--- src/sle_pkg.sv ---
// shared types, constants and codes of the sequential list engine
package sle_pkg;

    localparam int CAPACITY   = 64;
    localparam int ELEM_WIDTH = 32;
    localparam int ADDR_W     = $clog2(CAPACITY);
    localparam int COUNT_W    = 7;
    localparam int POS_W      = 7;
    localparam int KIND_W     = 3;

    typedef logic [ELEM_WIDTH-1:0] t_elem;
    typedef logic [COUNT_W-1:0]    t_count;

    typedef enum logic [KIND_W-1:0] {
        K_CLEAR  = 3'd0,
        K_GET    = 3'd1,
        K_LOCATE = 3'd2,
        K_PRIOR  = 3'd3,
        K_NEXT   = 3'd4,
        K_INSERT = 3'd5,
        K_DELETE = 3'd6
    } t_kind;

    typedef enum logic [1:0] {
        ST_OK       = 2'd0,
        ST_BADPOS   = 2'd1,
        ST_NOTFOUND = 2'd2,
        ST_FULL     = 2'd3
    } t_status;

    typedef struct packed {
        t_status status;
        t_elem   data;
        t_count  fpos;
        t_count  count;
        logic    empty;
    } t_result;

    typedef struct packed {
        logic    valid;
        t_result res;
    } t_done;

    typedef struct packed {
        logic              we;
        logic [ADDR_W-1:0] waddr;
        t_elem             wdata;
        logic              re;
        logic [ADDR_W-1:0] raddr;
    } t_ram_req;

    typedef struct packed {
        t_elem  a;
        t_elem  b;
        t_count idx;
        logic   down;
    } t_alu_req;

    typedef struct packed {
        logic   eq;
        t_count idx_nx;
    } t_alu_rsp;

endpackage

--- src/sle_ram.sv ---
// generic single write port, single read port ram with registered read
module sle_ram #(
    parameter int WIDTH = 32,
    parameter int DEPTH = 64
) (
    input  logic                     i_clk,
    input  logic                     i_we,
    input  logic [$clog2(DEPTH)-1:0] i_waddr,
    input  logic [WIDTH-1:0]         i_wdata,
    input  logic                     i_re,
    input  logic [$clog2(DEPTH)-1:0] i_raddr,
    output logic [WIDTH-1:0]         o_rdata
);

    logic [WIDTH-1:0] r_mem [DEPTH];
    logic [WIDTH-1:0] r_rdata;

    always_ff @(posedge i_clk) begin
        if (i_we) begin
            r_mem[i_waddr] <= i_wdata;
        end
        if (i_re) begin
            r_rdata <= r_mem[i_raddr];
        end
    end

    assign o_rdata = r_rdata;

endmodule

--- src/sle_alu.sv ---
// shared compare and index step unit
module sle_alu
    import sle_pkg::*;
(
    input  t_alu_req i_req,
    output t_alu_rsp o_rsp
);

    always_comb begin
        o_rsp.eq     = (i_req.a == i_req.b);
        o_rsp.idx_nx = i_req.down ? (i_req.idx - t_count'(1)) : (i_req.idx + t_count'(1));
    end

endmodule

--- src/sle_seq.sv ---
// sequencer that walks the element store one entry at a time
module sle_seq
    import sle_pkg::*;
(
    input  logic              i_clk,
    input  logic              i_rst_n,
    input  logic              i_valid,
    output logic              o_ready,
    input  logic [KIND_W-1:0] i_kind,
    input  logic [POS_W-1:0]  i_pos,
    input  t_elem             i_val,
    output t_done             o_done,
    input  logic              i_done_ready,
    output t_ram_req          o_ram,
    input  t_elem             i_rdata
);

    typedef enum logic [4:0] {
        S_IDLE = 5'b00001,
        S_RD   = 5'b00010,
        S_EV   = 5'b00100,
        S_WR   = 5'b01000,
        S_DONE = 5'b10000
    } t_state;

    t_state  r_state, n_state;
    t_kind   r_kind, n_kind;
    t_count  r_pos, n_pos;
    t_elem   r_val, n_val;
    t_count  r_len, n_len;
    t_count  r_idx, n_idx;
    t_elem   r_prev, n_prev;
    logic    r_hit, n_hit;
    t_status r_status, n_status;
    t_elem   r_data, n_data;
    t_count  r_fpos, n_fpos;

    t_alu_req alu_req;
    t_alu_rsp alu_rsp;
    t_count   pos_m1;
    t_count   in_pos_m1;
    logic     last;

    sle_alu u_alu (
        .i_req (alu_req),
        .o_rsp (alu_rsp)
    );

    assign pos_m1    = r_pos - t_count'(1);
    assign in_pos_m1 = t_count'(i_pos) - t_count'(1);
    assign last      = (alu_rsp.idx_nx == r_len);

    always_comb begin
        alu_req.a    = i_rdata;
        alu_req.b    = r_val;
        alu_req.idx  = r_idx;
        alu_req.down = (r_kind == K_INSERT);
    end

    always_comb begin
        n_state  = r_state;
        n_kind   = r_kind;
        n_pos    = r_pos;
        n_val    = r_val;
        n_len    = r_len;
        n_idx    = r_idx;
        n_prev   = r_prev;
        n_hit    = r_hit;
        n_status = r_status;
        n_data   = r_data;
        n_fpos   = r_fpos;
        o_ready  = 1'b0;
        o_ram    = '0;

        case (r_state)
            S_IDLE: begin
                o_ready = 1'b1;
                if (i_valid) begin
                    n_kind   = t_kind'(i_kind);
                    n_pos    = t_count'(i_pos);
                    n_val    = i_val;
                    n_status = ST_OK;
                    n_data   = '0;
                    n_fpos   = '0;
                    n_hit    = 1'b0;
                    n_state  = S_DONE;
                    case (t_kind'(i_kind))
                        K_CLEAR: begin
                            n_len = '0;
                        end
                        K_GET, K_DELETE: begin
                            if (i_pos == '0 || t_count'(i_pos) > r_len) begin
                                n_status = ST_BADPOS;
                            end else begin
                                n_idx   = in_pos_m1;
                                n_state = S_RD;
                            end
                        end
                        K_LOCATE, K_PRIOR, K_NEXT: begin
                            n_status = ST_NOTFOUND;
                            if (r_len != '0) begin
                                n_idx   = '0;
                                n_state = S_RD;
                            end
                        end
                        K_INSERT: begin
                            if (i_pos == '0 || in_pos_m1 > r_len) begin
                                n_status = ST_BADPOS;
                            end else if (r_len >= t_count'(CAPACITY)) begin
                                n_status = ST_FULL;
                            end else begin
                                n_idx   = r_len;
                                // inserting at the tail needs no shift
                                n_state = (r_len == in_pos_m1) ? S_WR : S_RD;
                            end
                        end
                        default: begin
                        end
                    endcase
                end
            end
            S_RD: begin
                o_ram.re    = 1'b1;
                o_ram.raddr = (r_kind == K_INSERT) ? alu_rsp.idx_nx[ADDR_W-1:0]
                                                   : r_idx[ADDR_W-1:0];
                n_state     = S_EV;
            end
            S_EV: begin
                n_state = S_RD;
                n_idx   = alu_rsp.idx_nx;
                case (r_kind)
                    K_GET: begin
                        n_data  = i_rdata;
                        n_state = S_DONE;
                    end
                    K_LOCATE: begin
                        if (alu_rsp.eq) begin
                            n_status = ST_OK;
                            n_fpos   = alu_rsp.idx_nx;
                            n_state  = S_DONE;
                        end else if (last) begin
                            n_state = S_DONE;
                        end
                    end
                    K_PRIOR: begin
                        n_prev = i_rdata;
                        if (r_idx != '0 && alu_rsp.eq) begin
                            n_status = ST_OK;
                            n_data   = r_prev;
                            n_state  = S_DONE;
                        end else if (last) begin
                            n_state = S_DONE;
                        end
                    end
                    K_NEXT: begin
                        // previous entry matched, this one is its successor
                        n_hit = alu_rsp.eq;
                        if (r_hit) begin
                            n_status = ST_OK;
                            n_data   = i_rdata;
                            n_state  = S_DONE;
                        end else if (last) begin
                            n_state = S_DONE;
                        end
                    end
                    K_INSERT: begin
                        o_ram.we    = 1'b1;
                        o_ram.waddr = r_idx[ADDR_W-1:0];
                        o_ram.wdata = i_rdata;
                        if (alu_rsp.idx_nx == pos_m1) begin
                            n_state = S_WR;
                        end
                    end
                    K_DELETE: begin
                        if (r_idx == pos_m1) begin
                            n_data = i_rdata;
                        end else begin
                            o_ram.we    = 1'b1;
                            o_ram.waddr = ADDR_W'(r_idx - t_count'(1));
                            o_ram.wdata = i_rdata;
                        end
                        if (last) begin
                            n_len   = r_len - t_count'(1);
                            n_state = S_DONE;
                        end
                    end
                    default: begin
                        n_state = S_DONE;
                    end
                endcase
            end
            S_WR: begin
                o_ram.we    = 1'b1;
                o_ram.waddr = pos_m1[ADDR_W-1:0];
                o_ram.wdata = r_val;
                n_len       = r_len + t_count'(1);
                n_state     = S_DONE;
            end
            S_DONE: begin
                if (i_done_ready) begin
                    n_state = S_IDLE;
                end
            end
            default: begin
                n_state = S_IDLE;
            end
        endcase
    end

    always_comb begin
        o_done.valid      = (r_state == S_DONE);
        o_done.res.status = r_status;
        o_done.res.data   = r_data;
        o_done.res.fpos   = r_fpos;
        o_done.res.count  = r_len;
        o_done.res.empty  = (r_len == '0);
    end

    always_ff @(posedge i_clk) begin
        if (!i_rst_n) begin
            r_state <= S_IDLE;
            r_len   <= '0;
        end else begin
            r_state <= n_state;
            r_len   <= n_len;
        end
        r_kind   <= n_kind;
        r_pos    <= n_pos;
        r_val    <= n_val;
        r_idx    <= n_idx;
        r_prev   <= n_prev;
        r_hit    <= n_hit;
        r_status <= n_status;
        r_data   <= n_data;
        r_fpos   <= n_fpos;
    end

endmodule

--- src/sequential_list_engine_top.sv ---
// top level of the sequential list engine
//
// an ordered list of up to 64 words kept in a single-port-per-direction ram.
// requests enter on the s_axis channel: tuser carries the request kind, tdata
// carries the 1-based position and the value. each request gives exactly one
// result item on the m_axis channel: tuser carries the status, tdata carries
// the data word, the found position, the element count and the empty flag.
// one request is in work at a time; s_axis_tready is low from acceptance
// until the result has moved into the output register.
// clear, errors, a full list, unused kinds and searches on an empty list
// go straight to the result; get reads one element, searches visit the
// elements from the head until a match or the tail, insert moves the
// elements from position p onward back by one and then writes the value,
// and delete returns element p and moves the elements behind it forward.
// every visited element takes a read state and then an evaluate state on
// the ram, whose read data is registered; shifts reuse the same states.
// reset clears the list length and the channels; the store needs no clearing.
// a stalled receiver holds the result in the output register; the next
// request is taken meanwhile and its own result waits behind it.
module sequential_list_engine_top
    import sle_pkg::*;
(
    input  logic        i_clk,
    input  logic        i_rst_n,
    input  logic        i_s_axis_tvalid,
    output logic        o_s_axis_tready,
    input  logic [39:0] i_s_axis_tdata,  // position[6:0], value[38:7], zero pad
    input  logic [2:0]  i_s_axis_tuser,  // kind[2:0]
    output logic        o_m_axis_tvalid,
    input  logic        i_m_axis_tready,
    output logic [47:0] o_m_axis_tdata,  // data_out[31:0], found_position[38:32],
                                         // list_count[45:39], is_empty[46], zero pad
    output logic [1:0]  o_m_axis_tuser   // status[1:0]
);

    t_done    done;
    t_ram_req ram_req;
    t_elem    rdata;
    logic     done_ready;
    logic     r_ovalid;
    t_result  r_ores;

    assign done_ready = !r_ovalid || i_m_axis_tready;

    sle_seq u_seq (
        .i_clk        (i_clk),
        .i_rst_n      (i_rst_n),
        .i_valid      (i_s_axis_tvalid),
        .o_ready      (o_s_axis_tready),
        .i_kind       (i_s_axis_tuser),
        .i_pos        (i_s_axis_tdata[POS_W-1:0]),
        .i_val        (i_s_axis_tdata[POS_W+ELEM_WIDTH-1:POS_W]),
        .o_done       (done),
        .i_done_ready (done_ready),
        .o_ram        (ram_req),
        .i_rdata      (rdata)
    );

    sle_ram #(
        .WIDTH (ELEM_WIDTH),
        .DEPTH (CAPACITY)
    ) u_ram (
        .i_clk   (i_clk),
        .i_we    (ram_req.we),
        .i_waddr (ram_req.waddr),
        .i_wdata (ram_req.wdata),
        .i_re    (ram_req.re),
        .i_raddr (ram_req.raddr),
        .o_rdata (rdata)
    );

    always_ff @(posedge i_clk) begin
        if (!i_rst_n) begin
            r_ovalid <= 1'b0;
        end else if (done_ready) begin
            r_ovalid <= done.valid;
        end
        if (done_ready && done.valid) begin
            r_ores <= done.res;
        end
    end

    assign o_m_axis_tvalid = r_ovalid;
    assign o_m_axis_tuser  = r_ores.status;
    assign o_m_axis_tdata  = {1'b0, r_ores.empty, r_ores.count, r_ores.fpos, r_ores.data};

endmodule

--- config.mk ---
export PLATFORM = sky130hd
export DESIGN_NAME = sequential_list_engine_top
export DESIGN_NICKNAME = d
export VERILOG_FILES = /design/src/sle_pkg.sv /design/src/sle_ram.sv /design/src/sle_alu.sv /design/src/sle_seq.sv /design/src/sequential_list_engine_top.sv
export SDC_FILE = /design/constraint.sdc
export NUM_CORES = 2
export LEC_CHECK = 0
export BUFFER_PORTS_ARGS = -buffer_cell sky130_fd_sc_hd__buf_2
export CORE_MARGIN = 3
export CORE_UTILIZATION = 25
export CTS_CLUSTER_DIAMETER = 40
export CTS_CLUSTER_SIZE = 20
export DETAILED_ROUTE_END_ITERATION = 10
export PLACE_DENSITY_LB_ADDON = 0.15
export SYNTH_ARGS = -nofsm -noshare
export SYNTH_HDL_FRONTEND = slang
export SYNTH_SLANG_ARGS = --single-unit
--- constraint.sdc ---
create_clock -name i_clk -period 11 [get_ports i_clk]
set_input_delay 1.65 -clock i_clk [delete_from_list [all_inputs] [get_ports i_clk]]
set_output_delay 1.65 -clock i_clk [all_outputs]
set_load 0.1 [all_outputs]
==> results_dict.tcl <==
set metrics [dict create \
    outcome "finished clean" \
    finalCritPeriodShare 0.5301 \
    cts_inserted_buffers 360 \
    p_per_area_nw_per_um2 192.4 \
    crit_path_end_kind "flip-flop" \
    arrival_ns 6.26 \
    worstSetupStartpoint "u_seq.r_kind[2]" \
    vias 58530 \
    setup_violations 0 \
    drc_errors 0 \
    die_w_um 610 \
    whs_endpoint "o_m_axis_tdata[17]" \
    synthFlopType "edfxtp_1" \
    antenna_left 0 \
    tritoncts "built" \
    grt_pass1_wl_um 433200 \
    synth_cell_types 88 \
    dpl.hpwl_um 159600 \
    ir_drop_v 0.0001329 \
    rrSetupSlack_ns 5.17 \
    grt_util_all_layers 0.1604 \
    synth_fa_ha_area_frac 0.003924 \
    viasPerCell 4.669 \
    rr_startpoint "u_seq.r_kind[2]" \
    fmax_mhz 171.5 \
    rows 221 \
    ctsLongestPathBuffers 4 \
    dp.cells 11870 \
    whs_path_depth 0 \
    crit_required_ns 11.43 \
    ys.warnings.count 0 \
    skew_ns 0.03898 \
    rsz0062_at_grt "no" \
    synth_edf_count 2252 \
    drive_gt1_frac 0.1323 \
    clockRootBuffer "clkbuf_16" \
    drt_iter0_drc 4985 \
    rr_endpoint "u_ram.o_rdata[19]" \
    syn_inst 7240 \
    initial_utilization 0.2514 \
    crit_fanout 47 \
    path_clk_slew_ns 0.06 \
    io_buffer_count 96 \
    layout-area-overhead-vs-synth_pct 20.90 \
    reg2reg_depth 12 \
    fin_crit_ns 5.831 \
    cts_max_level 5 \
    postCtsResizedCells 0 \
    finalHoldViolCount 0 \
    drv_cap 0 \
    grt-ovfl-total 0 \
    antenna_found_initial 10 \
    detail_route.wl_per_cell_um 24.55 \
    yosys.area_share.simple 0.1885 \
    grt_max_degree 139 \
    drv_slew 0 \
    p_leak_nw 39.91 \
    holdCritStartpoint "u_seq.r_data[17]" \
    syn_area_um2 91200 \
    synthMuxAreaShare 0.006256 \
    worst_slew_pin_slew_ns 1.392 \
    synth-seq-area-share 0.7443 \
    grt_pass1_vias 56110 \
    fill_cells 36500 \
    ioPinCount 99 \
    synth_top_family_by_area "simple AND/OR/NAND/NOR gates" \
    gp_congestion 0.7629 \
    synth_xor_area_frac 0.007449 \
    drtPass1Iterations 7 \
    worstHoldPathType "flip-flop to flip-flop" \
    drt-total-wl_um 307700 \
    final_nets 7508 \
    postCtsHoldBufs 0 \
    hold_ws_ns 0.4021 \
    max_slew_margin 0.06976 \
    cts_sinks 2265 \
    ys_seq_elements 2265 \
    core_um2 362800 \
    instances_no_fill 12540 \
    synth_nets 7315 \
    synth_compound_area_frac 0.02848 \
    path_class "flip-flop to flip-flop" \
    fin_total_pwr_w 0.02122 \
    async_flop_share 0 \
    insertion_delay_ns 0.87 \
    syn_avg_cell_area_um2 12.60 \
    finalSetupTns_ns 0 \
    postCtsSetupBuffers 0 \
    die_area_um2 372100 \
    start_kind "flip-flop" \
    die_y_um 610 \
]
placed cells by master (no fill, tap or decap), types with 14 or more instances in the layout:
cell        instances
nor2_1             41
a31oi_1            29
clkinv_1           37
clkinv_4           32
nand4_1            34
clkinvlp_4         52
buf_2              96
buf_4             166
a22o_2             32
bufinv_16          37
mux2i_1            57
nor3_1             80
nor2_4             72
o21ai_0            37
a21oi_1            56
a22oi_1            14
ha_1               27
inv_6              42
and3_1             20
buf_12             16
xnor2_1            32
nor4_1             21
nand2_1          2309
o211ai_1          109
edfxtp_1         2252
clkbuf_1           29
xor2_1             41
inv_1              24
clkinv_2           45
nand3_1          1325
clkbuf_16         369
inv_8              14
state kept, by name, summed over array words and instances, names as in the netlist:
| name | count |
|---|---|
| o_m_axis_tdata | 47 |
| o_m_axis_tuser | 2 |
| o_m_axis_tvalid | 1 |
| u_ram.o_rdata | 32 |
| u_ram.r_mem | 2048 |
| u_seq.r_data | 32 |
| u_seq.r_fpos | 7 |
| u_seq.r_hit | 1 |
| u_seq.r_idx | 7 |
| u_seq.r_kind | 3 |
| u_seq.r_len | 7 |
| u_seq.r_pos | 7 |
| u_seq.r_prev | 32 |
| u_seq.r_state | 5 |
| u_seq.r_status | 2 |
| u_seq.r_val | 32 |
per-layer routing:
| layer | up-vias | GRT usage | wire length (µm) | share of wire |
|---|---|---|---|---|
| li1 | 26690 | - | - | - |
| met1 | 30000 | 0.2305 | 144600 | 0.47 |
| met2 | 1493 | 0.2578 | 142600 | 0.46 |
| met3 | 347 | 0.02078 | 14900 | 0.048 |
| met4 | 0 | 0.03433 | 5608 | 0.018 |
| met5 | - | 0 | 0 | 0 |
synth_stat cells, types with 5 or more instances:
master | number | area, µm²
a2111oi_0 | 7 | 61.31
a211o_1 | 5 | 43.79
a211oi_1 | 5 | 37.54
a21o_1 | 5 | 37.54
a21oi_1 | 57 | 285.3
a221o_1 | 5 | 50.05
a22o_1 | 32 | 280.3
a22oi_1 | 14 | 105.1
a31oi_1 | 29 | 181.4
a32o_1 | 5 | 50.05
and2_1 | 9 | 56.30
and3_1 | 22 | 137.6
buf_1 | 45 | 168.9
buf_2 | 77 | 385.4
buf_4 | 11 | 82.58
clkbuf_1 | 313 | 1175
dfxtp_1 | 13 | 260.3
edfxtp_1 | 2252 | 67620
ha_1 | 27 | 337.8
inv_1 | 24 | 90.09
mux2i_1 | 57 | 570.6
nand2_1 | 2311 | 8675
nand2b_1 | 11 | 68.82
nand3_1 | 1326 | 6636
nand4_1 | 34 | 212.7
nor2_1 | 109 | 409.1
nor2b_1 | 12 | 75.07
nor3_1 | 80 | 400.4
nor4_1 | 21 | 131.4
o211ai_1 | 109 | 818.3
o21ai_0 | 37 | 185.2
o21bai_1 | 8 | 60.06
o22ai_1 | 10 | 62.56
or3_1 | 10 | 62.56
xnor2_1 | 33 | 289.0
xor2_1 | 42 | 367.9
critical path, cell delays in order (launching register included):
cell and delay [ns]:
edfxtp_1 0.64, nand3b_4 0.35, ha_1 0.47, and3_4 0.59, buf_4 0.60, buf_4 0.54, buf_4 0.53, nand2_1 0.11
nand3_1 0.10, nand3_1 0.09, nand2_1 0.10, nor3_1 0.05, nor3_1 1.11
how the worst max path moves through the flow:
stage                             end  cells after the start
finish              u_ram.o_rdata[19]                     12
global route         u_ram.o_rdata[8]                     12
CTS                  u_ram.o_rdata[8]                     12
detailed placement   u_ram.o_rdata[8]                     12
global placement     u_ram.o_rdata[8]                     12
floorplan             u_seq.r_data[0]                      4
where the power goes:
part	internal, W	switching [W]
sequential	0.00944	0.0000466
clock	0.00709	0.00430
combinational	0.0000879	0.000259
total	0.0166	0.00460
area by class of cell:
type                       instances  area, µm²  area share
tap                             4794       5998     0.05440
sequential                      2265      67890      0.6157
clock inverter                   266       2805     0.02544
inverter                          26      97.59   0.0008851
antenna                            7      17.52   0.0001589
clock buffer                     398       9343     0.08473
multi-input combinational       4502      22070      0.2001
timing repair buffer             278       2047     0.01856
logic make-up after synthesis:
| logic type | count (synthesis) |
|---|---|
| xor gates and xnor gates | 76 |
| DFF | 2265 |
| other | 1 |
| adders and majority gates | 28 |
| muxes | 57 |
| buffers and inverters | 473 |
| AOI/OAI and AO/OA | 360 |
| and+or+nand+nor | 3980 |
metrics by stage:
step	instance area [µm²]	setup slack, ns	utilization
floorplan	91200	5.944	-
global placement	98100	5.088	0.2704
detailed placement	98100	5.067	0.2704
CTS	110200	5.066	0.3039
global route	110200	4.871	0.3039
finish	110300	5.169	0.3039
Note: power is estimated with default switching activity, not from simulation.
